==> config.mk <==
export PLATFORM = sky130hd
export DESIGN_NAME = threshold_run_centroid_core_flat
export DESIGN_NICKNAME = d
export VERILOG_FILES = /design/src/hdl/trc_pkg.sv /design/src/hdl/trc_req_if.sv /design/src/hdl/trc_rsp_if.sv /design/src/hdl/threshold_run_centroid_core.sv /design/src/flat_wrapper.sv
export SDC_FILE = /design/constraint.sdc
export NUM_CORES = 1
export LEC_CHECK = 0
export ABC_CLOCK_PERIOD_IN_PS = 16070
export BUFFER_PORTS_ARGS = -buffer_cell sky130_fd_sc_hd__buf_2
export CORE_ASPECT_RATIO = 1.2
export CORE_MARGIN = 1.5
export CORE_UTILIZATION = 41
export DETAILED_ROUTE_END_ITERATION = 6
export PLACE_DENSITY_LB_ADDON = 0.15
export SLEW_MARGIN = 0
export SYNTH_ARGS = -nofsm -noshare
export SYNTH_HDL_FRONTEND = slang
export SYNTH_SLANG_ARGS = --single-unit
==> constraint.sdc <==
create_clock -name clock -period 16.07 [get_ports clock]
set_input_delay 1.607 -clock clock [delete_from_list [all_inputs] [get_ports clock]]
set_output_delay 1.607 -clock clock [all_outputs]
set_load 0.05 [all_outputs]
==> src/hdl/trc_pkg.sv <==
`timescale 1ns / 1ps
// ----------------------------------------------------------------------------
// trc_pkg
// Widths, limits and sequencer states shared by the run centroid core and its
// channel interfaces.
// ----------------------------------------------------------------------------
package trc_pkg;

   localparam int MAX_LENGTH    = 4096;
   localparam int FRACTION_BITS = 8;

   localparam int SAMPLE_W = 16;
   localparam int INDEX_W  = $clog2(MAX_LENGTH);
   localparam int COUNT_W  = $clog2(MAX_LENGTH + 1);
   localparam int POS_W    = 20;
   localparam int TALLY_W  = 13;
   localparam int PROD_W   = SAMPLE_W + INDEX_W;

   // run sums are sized for runs of up to 2^20 samples
   localparam int LSUM_W     = SAMPLE_W + 20;
   localparam int WSUM_W     = LSUM_W + INDEX_W;
   localparam int DIVIDEND_W = WSUM_W + FRACTION_BITS;
   // centroid never exceeds (MAX_LENGTH-1)+1 in fixed point
   localparam int QUO_W      = INDEX_W + FRACTION_BITS + 1;
   localparam int DCNT_W     = $clog2(QUO_W);

   localparam logic [POS_W-1:0]   POS_MAX   = {POS_W{1'b1}};
   localparam logic [TALLY_W-1:0] TALLY_MAX = {TALLY_W{1'b1}};

   typedef enum logic [2:0] {
      ST_IDLE,
      ST_MULT,
      ST_ACCUM,
      ST_SETUP,
      ST_DIVIDE,
      ST_CLAMP,
      ST_RESPOND
   } trc_state_type;

endpackage

==> src/hdl/trc_req_if.sv <==
`timescale 1ns / 1ps
// ----------------------------------------------------------------------------
// trc_req_if
// Sample channel: one profile sample and its last-sample mark per transaction.
// ----------------------------------------------------------------------------
interface trc_req_if;
   logic                         valid;
   logic                         ready;
   logic [trc_pkg::SAMPLE_W-1:0] sample_value;
   logic                         final_sample;

   modport source (output valid, output sample_value, output final_sample, input ready);
   modport sink   (input valid, input sample_value, input final_sample, output ready);
endinterface

==> src/hdl/trc_rsp_if.sv <==
`timescale 1ns / 1ps
// ----------------------------------------------------------------------------
// trc_rsp_if
// Result channel: one line report or end-of-profile report per transaction.
// ----------------------------------------------------------------------------
interface trc_rsp_if;
   logic                        valid;
   logic                        ready;
   logic                        line_found;
   logic [trc_pkg::POS_W-1:0]   line_position;
   logic [trc_pkg::TALLY_W-1:0] lines_so_far;
   logic                        profile_done;
   logic                        length_overflow;

   modport source (output valid, output line_found, output line_position,
                   output lines_so_far, output profile_done, output length_overflow,
                   input ready);
   modport sink   (input valid, input line_found, input line_position,
                   input lines_so_far, input profile_done, input length_overflow,
                   output ready);
endinterface

==> src/hdl/threshold_run_centroid_core.sv <==
`timescale 1ns / 1ps
// ----------------------------------------------------------------------------
// threshold_run_centroid_core
// Finds runs of samples at or above a threshold in a profile and reports the
// weighted centroid of each run in unsigned 12.8 fixed point.
// ----------------------------------------------------------------------------
// Usage:
//   req_bus carries one sample per transaction, final_sample on the last one.
//   rsp_bus carries a result when a run closes (a sample below threshold or
//   the last sample) and always one for the last sample, with the line count.
//   csr_write_enable/csr_write_data load the 16-bit level threshold; write it
//   only while the core is idle.
// Timing:
//   one sample is in flight at a time; req_bus.ready is high only when idle.
//   a sample that closes no run goes through accept, multiply, accumulate and
//   decide. a closed run with a nonzero sum then goes through the shared
//   restoring divider (one quotient bit per cycle, 21 bits) and the clamp,
//   and then waits in the result state until taken. a zero-sum run reports its
//   midpoint without dividing.
// Reset:
//   synchronous; clears the threshold, the index counter, run and tally state.
// Stall:
//   a result is held on rsp_bus until taken; no new sample is accepted
//   meanwhile. after the last sample's result the profile state is cleared.
// ----------------------------------------------------------------------------
module threshold_run_centroid_core (
   input  logic                         clock,
   input  logic                         reset,
   trc_req_if.sink                      req_bus,
   trc_rsp_if.source                    rsp_bus,
   input  logic                         csr_write_enable,
   input  logic [trc_pkg::SAMPLE_W-1:0] csr_write_data
);

   trc_pkg::trc_state_type state_ff, state_in;

   logic [trc_pkg::SAMPLE_W-1:0]   threshold_ff, threshold_in;
   logic [trc_pkg::COUNT_W-1:0]    count_ff, count_in;
   logic                           overflow_ff, overflow_in;
   logic                           inside_ff, inside_in;
   logic [trc_pkg::INDEX_W-1:0]    first_ff, first_in;
   logic [trc_pkg::INDEX_W-1:0]    last_ff, last_in;
   logic [trc_pkg::WSUM_W-1:0]     wsum_ff, wsum_in;
   logic [trc_pkg::LSUM_W-1:0]     lsum_ff, lsum_in;
   logic [trc_pkg::TALLY_W-1:0]    tally_ff, tally_in;

   logic [trc_pkg::SAMPLE_W-1:0]   value_ff, value_in;
   logic [trc_pkg::INDEX_W-1:0]    index_ff, index_in;
   logic                           final_ff, final_in;
   logic                           above_ff, above_in;
   logic [trc_pkg::PROD_W-1:0]     prod_ff, prod_in;
   logic                           found_ff, found_in;
   logic [trc_pkg::POS_W-1:0]      pos_ff, pos_in;

   logic [trc_pkg::LSUM_W-1:0]     rem_ff, rem_in;
   logic [trc_pkg::QUO_W-1:0]      quo_ff, quo_in;
   logic [trc_pkg::DCNT_W-1:0]     dcnt_ff, dcnt_in;

   logic                           req_accept;
   logic                           rsp_accept;
   logic                           req_ready;
   logic                           rsp_valid;
   logic [trc_pkg::DIVIDEND_W-1:0] dividend;
   logic [trc_pkg::INDEX_W:0]      mid_sum;
   logic [trc_pkg::QUO_W-1:0]      midpoint;
   logic [trc_pkg::LSUM_W:0]       shifted;
   logic [trc_pkg::LSUM_W+1:0]     trial;

   assign req_accept = req_bus.valid && req_ready;
   assign rsp_accept = rsp_valid && rsp_bus.ready;

   // dividend = weighted_sum * 2^F + level_sum/2 gives round-half-up in one pass
   assign dividend = {wsum_ff, {trc_pkg::FRACTION_BITS{1'b0}}}
                     + trc_pkg::DIVIDEND_W'(lsum_ff >> 1);
   assign mid_sum  = {1'b0, first_ff} + {1'b0, last_ff};
   assign midpoint = trc_pkg::QUO_W'(mid_sum) << (trc_pkg::FRACTION_BITS - 1);

   // shared subtract unit of the restoring divider
   assign shifted = {rem_ff, quo_ff[trc_pkg::QUO_W-1]};
   assign trial   = {1'b0, shifted} - {2'b00, lsum_ff};

   // next state
   always_comb begin
      state_in = state_ff;
      case (state_ff)
         trc_pkg::ST_IDLE: begin
            if (req_accept) begin
               state_in = trc_pkg::ST_MULT;
            end
         end
         trc_pkg::ST_MULT: begin
            state_in = trc_pkg::ST_ACCUM;
         end
         trc_pkg::ST_ACCUM: begin
            state_in = trc_pkg::ST_SETUP;
         end
         trc_pkg::ST_SETUP: begin
            if (found_ff && lsum_ff != '0) begin
               state_in = trc_pkg::ST_DIVIDE;
            end else if (found_ff || final_ff) begin
               state_in = trc_pkg::ST_RESPOND;
            end else begin
               state_in = trc_pkg::ST_IDLE;
            end
         end
         trc_pkg::ST_DIVIDE: begin
            if (dcnt_ff == trc_pkg::DCNT_W'(trc_pkg::QUO_W - 1)) begin
               state_in = trc_pkg::ST_CLAMP;
            end
         end
         trc_pkg::ST_CLAMP: begin
            state_in = trc_pkg::ST_RESPOND;
         end
         trc_pkg::ST_RESPOND: begin
            if (rsp_accept) begin
               state_in = trc_pkg::ST_IDLE;
            end
         end
         default: begin
            state_in = trc_pkg::ST_IDLE;
         end
      endcase
   end

   // handshake outputs
   always_comb begin
      req_ready = 1'b0;
      rsp_valid = 1'b0;
      case (state_ff)
         trc_pkg::ST_IDLE: begin
            req_ready = 1'b1;
         end
         trc_pkg::ST_RESPOND: begin
            rsp_valid = 1'b1;
         end
         default: begin
            req_ready = 1'b0;
            rsp_valid = 1'b0;
         end
      endcase
   end

   // datapath
   always_comb begin
      threshold_in = threshold_ff;
      count_in     = count_ff;
      overflow_in  = overflow_ff;
      inside_in    = inside_ff;
      first_in     = first_ff;
      last_in      = last_ff;
      wsum_in      = wsum_ff;
      lsum_in      = lsum_ff;
      tally_in     = tally_ff;
      value_in     = value_ff;
      index_in     = index_ff;
      final_in     = final_ff;
      above_in     = above_ff;
      prod_in      = prod_ff;
      found_in     = found_ff;
      pos_in       = pos_ff;
      rem_in       = rem_ff;
      quo_in       = quo_ff;
      dcnt_in      = dcnt_ff;

      if (csr_write_enable) begin
         threshold_in = csr_write_data;
      end

      case (state_ff)
         trc_pkg::ST_IDLE: begin
            if (req_accept) begin
               value_in = req_bus.sample_value;
               final_in = req_bus.final_sample;
               above_in = req_bus.sample_value >= threshold_ff;
               // past the maximum length the index sticks at the last slot
               if (count_ff >= trc_pkg::COUNT_W'(trc_pkg::MAX_LENGTH)) begin
                  index_in    = trc_pkg::INDEX_W'(trc_pkg::MAX_LENGTH - 1);
                  overflow_in = 1'b1;
               end else begin
                  index_in = count_ff[trc_pkg::INDEX_W-1:0];
                  count_in = count_ff + 1'b1;
               end
            end
         end
         trc_pkg::ST_MULT: begin
            prod_in = trc_pkg::PROD_W'(value_ff) * trc_pkg::PROD_W'(index_ff);
         end
         trc_pkg::ST_ACCUM: begin
            pos_in = '0;
            if (above_ff) begin
               if (!inside_ff) begin
                  first_in = index_ff;
                  wsum_in  = trc_pkg::WSUM_W'(prod_ff);
                  lsum_in  = trc_pkg::LSUM_W'(value_ff);
               end else begin
                  wsum_in = wsum_ff + trc_pkg::WSUM_W'(prod_ff);
                  lsum_in = lsum_ff + trc_pkg::LSUM_W'(value_ff);
               end
               last_in   = index_ff;
               found_in  = final_ff;
               inside_in = !final_ff;
            end else begin
               found_in  = inside_ff;
               inside_in = 1'b0;
            end
         end
         trc_pkg::ST_SETUP: begin
            if (found_ff && tally_ff != trc_pkg::TALLY_MAX) begin
               tally_in = tally_ff + 1'b1;
            end
            rem_in  = trc_pkg::LSUM_W'(dividend[trc_pkg::DIVIDEND_W-1:trc_pkg::QUO_W]);
            quo_in  = dividend[trc_pkg::QUO_W-1:0];
            dcnt_in = '0;
            if (found_ff && lsum_ff == '0) begin
               pos_in = (midpoint > trc_pkg::QUO_W'(trc_pkg::POS_MAX)) ?
                        trc_pkg::POS_MAX : midpoint[trc_pkg::POS_W-1:0];
            end
         end
         trc_pkg::ST_DIVIDE: begin
            if (!trial[trc_pkg::LSUM_W+1]) begin
               rem_in = trial[trc_pkg::LSUM_W-1:0];
               quo_in = {quo_ff[trc_pkg::QUO_W-2:0], 1'b1};
            end else begin
               rem_in = shifted[trc_pkg::LSUM_W-1:0];
               quo_in = {quo_ff[trc_pkg::QUO_W-2:0], 1'b0};
            end
            dcnt_in = dcnt_ff + 1'b1;
         end
         trc_pkg::ST_CLAMP: begin
            pos_in = (quo_ff > trc_pkg::QUO_W'(trc_pkg::POS_MAX)) ?
                     trc_pkg::POS_MAX : quo_ff[trc_pkg::POS_W-1:0];
         end
         trc_pkg::ST_RESPOND: begin
            // last sample of the profile: back to a clean profile
            if (rsp_accept && final_ff) begin
               count_in    = '0;
               overflow_in = 1'b0;
               inside_in   = 1'b0;
               first_in    = '0;
               last_in     = '0;
               wsum_in     = '0;
               lsum_in     = '0;
               tally_in    = '0;
            end
         end
         default: begin
            dcnt_in = '0;
         end
      endcase
   end

   always_ff @(posedge clock) begin
      if (reset) begin
         state_ff     <= trc_pkg::ST_IDLE;
         threshold_ff <= '0;
         count_ff     <= '0;
         overflow_ff  <= 1'b0;
         inside_ff    <= 1'b0;
         first_ff     <= '0;
         last_ff      <= '0;
         wsum_ff      <= '0;
         lsum_ff      <= '0;
         tally_ff     <= '0;
         found_ff     <= 1'b0;
         final_ff     <= 1'b0;
         dcnt_ff      <= '0;
      end else begin
         state_ff     <= state_in;
         threshold_ff <= threshold_in;
         count_ff     <= count_in;
         overflow_ff  <= overflow_in;
         inside_ff    <= inside_in;
         first_ff     <= first_in;
         last_ff      <= last_in;
         wsum_ff      <= wsum_in;
         lsum_ff      <= lsum_in;
         tally_ff     <= tally_in;
         found_ff     <= found_in;
         final_ff     <= final_in;
         dcnt_ff      <= dcnt_in;
      end
   end

   always_ff @(posedge clock) begin
      value_ff <= value_in;
      index_ff <= index_in;
      above_ff <= above_in;
      prod_ff  <= prod_in;
      pos_ff   <= pos_in;
      rem_ff   <= rem_in;
      quo_ff   <= quo_in;
   end

   assign req_bus.ready           = req_ready;
   assign rsp_bus.valid           = rsp_valid;
   assign rsp_bus.line_found      = found_ff;
   assign rsp_bus.line_position   = pos_ff;
   assign rsp_bus.lines_so_far    = tally_ff;
   assign rsp_bus.profile_done    = final_ff;
   assign rsp_bus.length_overflow = overflow_ff;

   // never taking a sample while a result is pending
   assert property (@(posedge clock) disable iff (reset)
      !(req_ready && rsp_valid))
      else $error("sample accepted while a result is pending");

   // a report with no line carries a zero position
   assert property (@(posedge clock) disable iff (reset)
      (rsp_valid && !found_ff) |-> (pos_ff == '0))
      else $error("position set on a result without a line");

   // profile state is clean after the last sample's result is taken
   assert property (@(posedge clock) disable iff (reset)
      (rsp_accept && final_ff) |=> (tally_ff == '0 && count_ff == '0 && !inside_ff))
      else $error("profile state not cleared after last sample");

   // divider step counter stays within the quotient width
   assert property (@(posedge clock) disable iff (reset)
      (state_ff == trc_pkg::ST_DIVIDE) |-> (dcnt_ff < trc_pkg::DCNT_W'(trc_pkg::QUO_W)))
      else $error("divider step count out of range");

endmodule

==> src/flat_wrapper.sv <==
// flat-port wrapper written by rule: the top's interface ports become plain ports
module threshold_run_centroid_core_flat 
  (clock, reset, csr_write_enable, csr_write_data, req_bus_valid, req_bus_sample_value, req_bus_final_sample, req_bus_ready, rsp_bus_valid, rsp_bus_line_found, rsp_bus_line_position, rsp_bus_lines_so_far, rsp_bus_profile_done, rsp_bus_length_overflow, rsp_bus_ready);
  trc_req_if req_bus_i ();
  trc_rsp_if rsp_bus_i ();
  input  logic clock;
  input  logic reset;
  input  logic csr_write_enable;
  input  logic [trc_pkg::SAMPLE_W-1:0] csr_write_data;
  input wire logic [$bits(req_bus_i.valid)-1:0] req_bus_valid;
  input wire logic [$bits(req_bus_i.sample_value)-1:0] req_bus_sample_value;
  input wire logic [$bits(req_bus_i.final_sample)-1:0] req_bus_final_sample;
  output wire logic [$bits(req_bus_i.ready)-1:0] req_bus_ready;
  output wire logic [$bits(rsp_bus_i.valid)-1:0] rsp_bus_valid;
  output wire logic [$bits(rsp_bus_i.line_found)-1:0] rsp_bus_line_found;
  output wire logic [$bits(rsp_bus_i.line_position)-1:0] rsp_bus_line_position;
  output wire logic [$bits(rsp_bus_i.lines_so_far)-1:0] rsp_bus_lines_so_far;
  output wire logic [$bits(rsp_bus_i.profile_done)-1:0] rsp_bus_profile_done;
  output wire logic [$bits(rsp_bus_i.length_overflow)-1:0] rsp_bus_length_overflow;
  input wire logic [$bits(rsp_bus_i.ready)-1:0] rsp_bus_ready;
  assign req_bus_i.valid = req_bus_valid;
  assign req_bus_i.sample_value = req_bus_sample_value;
  assign req_bus_i.final_sample = req_bus_final_sample;
  assign req_bus_ready = req_bus_i.ready;
  assign rsp_bus_valid = rsp_bus_i.valid;
  assign rsp_bus_line_found = rsp_bus_i.line_found;
  assign rsp_bus_line_position = rsp_bus_i.line_position;
  assign rsp_bus_lines_so_far = rsp_bus_i.lines_so_far;
  assign rsp_bus_profile_done = rsp_bus_i.profile_done;
  assign rsp_bus_length_overflow = rsp_bus_i.length_overflow;
  assign rsp_bus_i.ready = rsp_bus_ready;
  threshold_run_centroid_core u_core (.clock(clock), .reset(reset), .req_bus(req_bus_i), .rsp_bus(rsp_bus_i), .csr_write_enable(csr_write_enable), .csr_write_data(csr_write_data));
endmodule
== Word-level counts from Yosys, hierarchy flattened ==
Index checks and enable logic that the tools add are counted.

* Add/subtract/negate cells: 8
* $mul: 1
* $lt $le $gt $ge: 4
* Equality and inequality tests: 18
* Muxes and demuxes: 44
* Reductions and logical operators: 26

{| class="wikitable"
|+ Operator list
! cell !! number
|-
| $mux W36 || 4
|-
| $mux W48 || 3
|-
| $pmux W36 S2 || 2
|-
| $pmux W48 S2 || 1
|-
| $mux W20 || 3
|-
| $pmux W20 S3 || 1
|-
| $add A56 B35 Y56 || 1
|-
| $mux W13 || 4
|-
| $pmux W13 S2 || 2
|-
| $add A48 B28 Y48 || 1
|-
| $mux W12 || 4
|-
| $pmux W12 S2 || 2
|-
| $pmux W21 S2 || 1
|-
| $sub A37 B36 Y38 || 1
|-
| $add A36 B16 Y36 || 1
|-
| $logic_not A36 Y1 || 1
|-
| $reduce_bool A36 Y1 || 1
|-
| $mul A16 B12 Y28 || 1
|-
| $add A13 B1 Y13 const B || 2
|-
| $gt A21 B20 Y1 const B || 1
|-
| $pmux W3 S7 || 1
|-
| $gt A20 B20 Y1 const B || 1
|-
| $ge A16 B16 Y1 || 1
|-
| $ne A2 B1 Y1 const B || 8
|-
| other kinds (23) || 53
|}

* Bits in registers: 296
* Input bits: 38
* Output and inout port bits: 38
* Word-level logic and storage cells: 121

== Logic depth before layout (Yosys ltp) ==
* Depth after elaboration: 6
* Mapped depth: 24
* Gate-level depth less buffers: 22

== Worst setup path before layout ==
No wires, ideal clock.

* Path type: register to register
* Start point: register u_core.index_ff[5] in the netlist's numbering
* End point: register u_core.prod_ff[27] in the netlist's numbering (data pin)
* Library setup time: 0.260 ns
* Arrival time: 5.647 ns
* Data required time: 15.810 ns
* Slack: 10.163 ns
* Cell stages (with the launch flop): 23
* Path buffers: 2
* Clock period less this slack: 5.907 ns
* Cells stage by stage: edfxtp_1 -> clkbuf_1 -> clkbuf_1 -> nand2_1 -> fa_1 -> fa_1 -> fa_1 -> inv_1 -> fa_1 -> inv_1 -> fa_1 -> inv_1 -> ha_1 -> and3_1 -> and3_1 -> a211oi_1 -> o21ai_0 -> a211o_1 -> a41oi_1 -> a211o_1 -> o21ai_0 -> a21oi_1 -> xnor2_1

* Word-level cells in the longest chain between the ends: 1

{| class="wikitable"
|+ RTL lines
! element !! RTL line !! text
|-
| start: declaration || threshold_run_centroid_core.sv:48 || <nowiki>logic [trc_pkg::INDEX_W-1:0] index_ff, index_in;</nowiki>
|-
| start signal: assignment || threshold_run_centroid_core.sv:286 || <nowiki>index_ff <= index_in;</nowiki>
|-
| $mul A16 B12 Y28 || threshold_run_centroid_core.sv:186 || <nowiki>prod_in = trc_pkg::PROD_W'(value_ff) * trc_pkg::PROD_W'(index_ff);</nowiki>
|-
| end signal: assignment || threshold_run_centroid_core.sv:288 || <nowiki>prod_ff <= prod_in;</nowiki>
|-
| end: declaration || threshold_run_centroid_core.sv:51 || <nowiki>logic [trc_pkg::PROD_W-1:0] prod_ff, prod_in;</nowiki>
|}

Every way passes these cells.
A chain may end at the register's enable or synchronous reset.

== Worst setup path after layout ==
* Start point: register u_core.index_ff[8] in the netlist's numbering
* End point: register u_core.prod_ff[27] in the netlist's numbering (data pin)

Same word-level chain as after synthesis.

==> results.txt <==
Status: finished clean
Hold/Removal Path Class: reg -> reg
Critical Path Start: u_core.index_ff[8]
Clock root buffer: clkbuf_16
LEAKAGE: 11.65 nW
Met3 wire len: 2.300 mm
Count of flip-flops with a built-in enable after synthesis: 134
# DRC: 0
M1 WL: 31.75 mm
Die ar.: 61540 um2
Clock tree buffer depth: 3
Buffers on Ports: 75
Share of cells above drive strength 1: 6.876%
Type of element launching the critical path: flop
Mapped Area: 24620 um2
GRT Overall Usage: 23.82%
CTS tree: done
# rows: 98
Clk_skew: 0.02855 ns
Critical Path Max Stage Delay: 0.81 ns
Final Max Slew Viols: 0
H-tree Lvls: 2
Worst setup margin: 9.650 ns
Fmax: 155.8 MHz
# setup viols final: 0
Final Cell Area: 27040 um2
Vias: 20350
Crit path buf inv count: 3
Min-Delay Startpoint: u_core.rsp_bus.lines_so_far[12]
ANT cells: 0
Top Metal Used: met4
CTS Hold Buffers Added: 0
Via density: 5.553
Starting Density: 41.40%
Die Y: 271.4 um
Synth warnings: 0
Crit-path cells: nand2_1 > fa_1 > inv_1 > fa_1 > fa_1 > fa_1 > inv_1 > fa_1 > inv_1 > ha_1 > and3_1 > and3_1 > a211oi_1 > o21ai_0 > a211o_1 > a41oi_1 > a211o_1 > o21ai_0 > a21oi_1 > xnor2_1
Worst r2r src: u_core.index_ff[8]
Crit path max-delay family: adder cells
RSZ-0062 raised after global routing: no
Drt pass-1 iters: 5
Area Overhead vs Synth: 9.823%
Largest net degree at the start of global routing: 61
Finished Layout Cells: 3665
Met2 routed WL: 36.31 mm
Ys async rst share: 0%
Final WL: 72.76 mm
Post-synthesis average cell area: 8.703 um2
Crit path arrival time: 6.71 ns
Core area: 59470 um2
Gate Count Post-Synth: 2829
Routability cong.: 0.9045
Setup bufs post-CTS: 0
Synthesized Nets: 3218
Max-cap violations: 0
Initial antenna violation count: 1
Post-route ant nets: 0
Critical Path Fanout Max: 18
Worst path most repeated cell: fa_1
Worst setup EP type: flop
Ys flop type: dfxtp_1
Post-CTS Resized: 0
Number of synthesized register bits: 296
Path type of the worst setup path: reg -> reg
Placed Cells: 3597
Nets: 3225
Final Hold Viols: 0
Sequential area share after synthesis: 29.52%
Grt total ovfl: 0
Crit path required time: 16.36 ns
Detailed Route Iter0 Violations: 1310
Commonest non-fill, non-tap cell in the layout: inv_1
Post-DP HPWL: 56.60 mm
Crit share post-route: 39.95%
Power Dens Cells: 134.3 nW/um2
Peak VDD IR: 0.1575 mV
Clk_lat worst skew: 0.56 ns
Post-place setup slack: 9.728 ns
Worst-path clk slew: 0.06 ns
I/O pins: 76
First-pass GRT wire length: 114.0 mm
Worst-Margin Slew: 1.153 ns
CTS buffer count: 37
Post-DP Area: 25680 um2
Number of global-route vias before repair: 20150
Die W: 226.7 um
TNS Setup: 0 ns
Commonest non-fill, non-tap cells in the layout: inv_1 (284), nor2_1 (280), nand2_1 (276)
Crit path time final: 6.420 ns
Slew margin rel.: 22.95%
CP max-delay cell: edfxtp_1
Yosys cell types: 82
Sink Count: 296
Routed WL per cell: 19.85 um
## metal layers
| layer | track usage, % | vias up |
|---|---|---|
| met5 | 0 | - |
| met4 | 8.298 | 0 |
| met3 | 2.100 | 96 |
| met2 | 41.36 | 417 |
| met1 | 30.79 | 10050 |
| li1 | - | 9791 |
## Yosys cell counts, types with 14 or more instances
cell	count	area [um2]
a31oi_1	20	125.1
o21ai_0	145	725.7
a21o_1	73	548.0
xor2_1	73	639.4
o22ai_1	24	150.1
fa_1	145	2903
nand4_1	29	181.4
ha_1	206	2577
or3_1	17	106.4
nand2b_1	23	143.9
nand2_1	278	1044
and2_1	82	513.0
mux2i_1	41	410.4
nand3_1	52	260.3
nor2b_1	18	112.6
a21oi_1	189	945.9
xnor2_1	93	814.5
clkbuf_1	107	401.6
nor2_1	283	1062
or2_2	14	87.58
a22oi_1	42	315.3
o31ai_1	21	157.7
a211oi_1	35	262.8
dfxtp_1	162	3243
and3_1	25	156.4
inv_1	284	1066
edfxtp_1	134	4024
nor3_1	40	200.2
## cells by family (layout without fill, tap and decap cells)
family | Yosys count | count (layout) | synth area share (%)
compound gates | 673 | 673 | 17.65
xor+xnor | 166 | 166 | 5.905
fa+ha+maj | 351 | 351 | 22.26
buf+inv | 412 | 448 | 6.383
flops | 296 | 296 | 29.52
mux | 42 | 42 | 1.713
simple gates | 889 | 889 | 16.57
## sequential cells by signal, indices dropped and copies added (netlist names), 16 cells and up
register                      count
u_core.quo_ff                    21
u_core.lsum_ff                   36
u_core.rsp_bus.line_position     20
u_core.value_ff                  16
u_core.threshold_ff              16
u_core.wsum_ff                   48
u_core.rem_ff                    36
u_core.prod_ff                   28
## through the flow
step	util, %	total power, W	hold slack (ns)
3_3_place_gp	43.18	0.002704	0.4768
4_1_cts	45.47	0.003675	0.4985
3_5_place_dp	43.18	0.002729	0.4848
2_1_floorplan	-	0.002280	0.4604
5_1_grt	45.47	0.003919	0.5322
6_report	45.47	0.003630	0.4924
## path summary, 6_finish.rpt
check                           slack [ns]                              end  cells after the start
worst min-delay path                  0.49  u_core.rsp_bus.lines_so_far[12]                      2
worst max register to register        9.65               u_core.prod_ff[27]                     20
worst max-delay path                  9.65               u_core.prod_ff[27]                     20
worst min register to register        0.49  u_core.rsp_bus.lines_so_far[12]                      2
## worst reg2reg max path: stages, from the launching register on
cell	delay [ns]
edfxtp_1	0.81
nand2_1	0.18
fa_1	0.57
inv_1	0.05
fa_1	0.47
fa_1	0.54
fa_1	0.55
inv_1	0.06
fa_1	0.52
inv_1	0.04
ha_1	0.37
and3_1	0.22
and3_1	0.18
a211oi_1	0.20
o21ai_0	0.23
a211o_1	0.34
a41oi_1	0.26
a211o_1	0.20
o21ai_0	0.09
a21oi_1	0.18
xnor2_1	0.08
## cell type report
cell class,instances,area [um2]
Clock buffer,47,1090
Inverter,285,1070
Timing Repair Buffer,95,528.0
Tap cell,800,1001
Sequential cell,296,7267
Fill cell,5810,32430
Clock inverter,21,270.3
Multi-Input combinational cell,2121,15810
## power breakdown
part	total, W	switching [W]	leakage [nW]	internal (W)
clock network	0.000925	0.000346	0.659	0.000579
logic	0.00169	0.000994	8.42	0.000699
registers	0.00101	0.0000866	2.57	0.000926
total	0.00363	0.00143	11.6	0.00220
(Power assumes the default switching activity.)
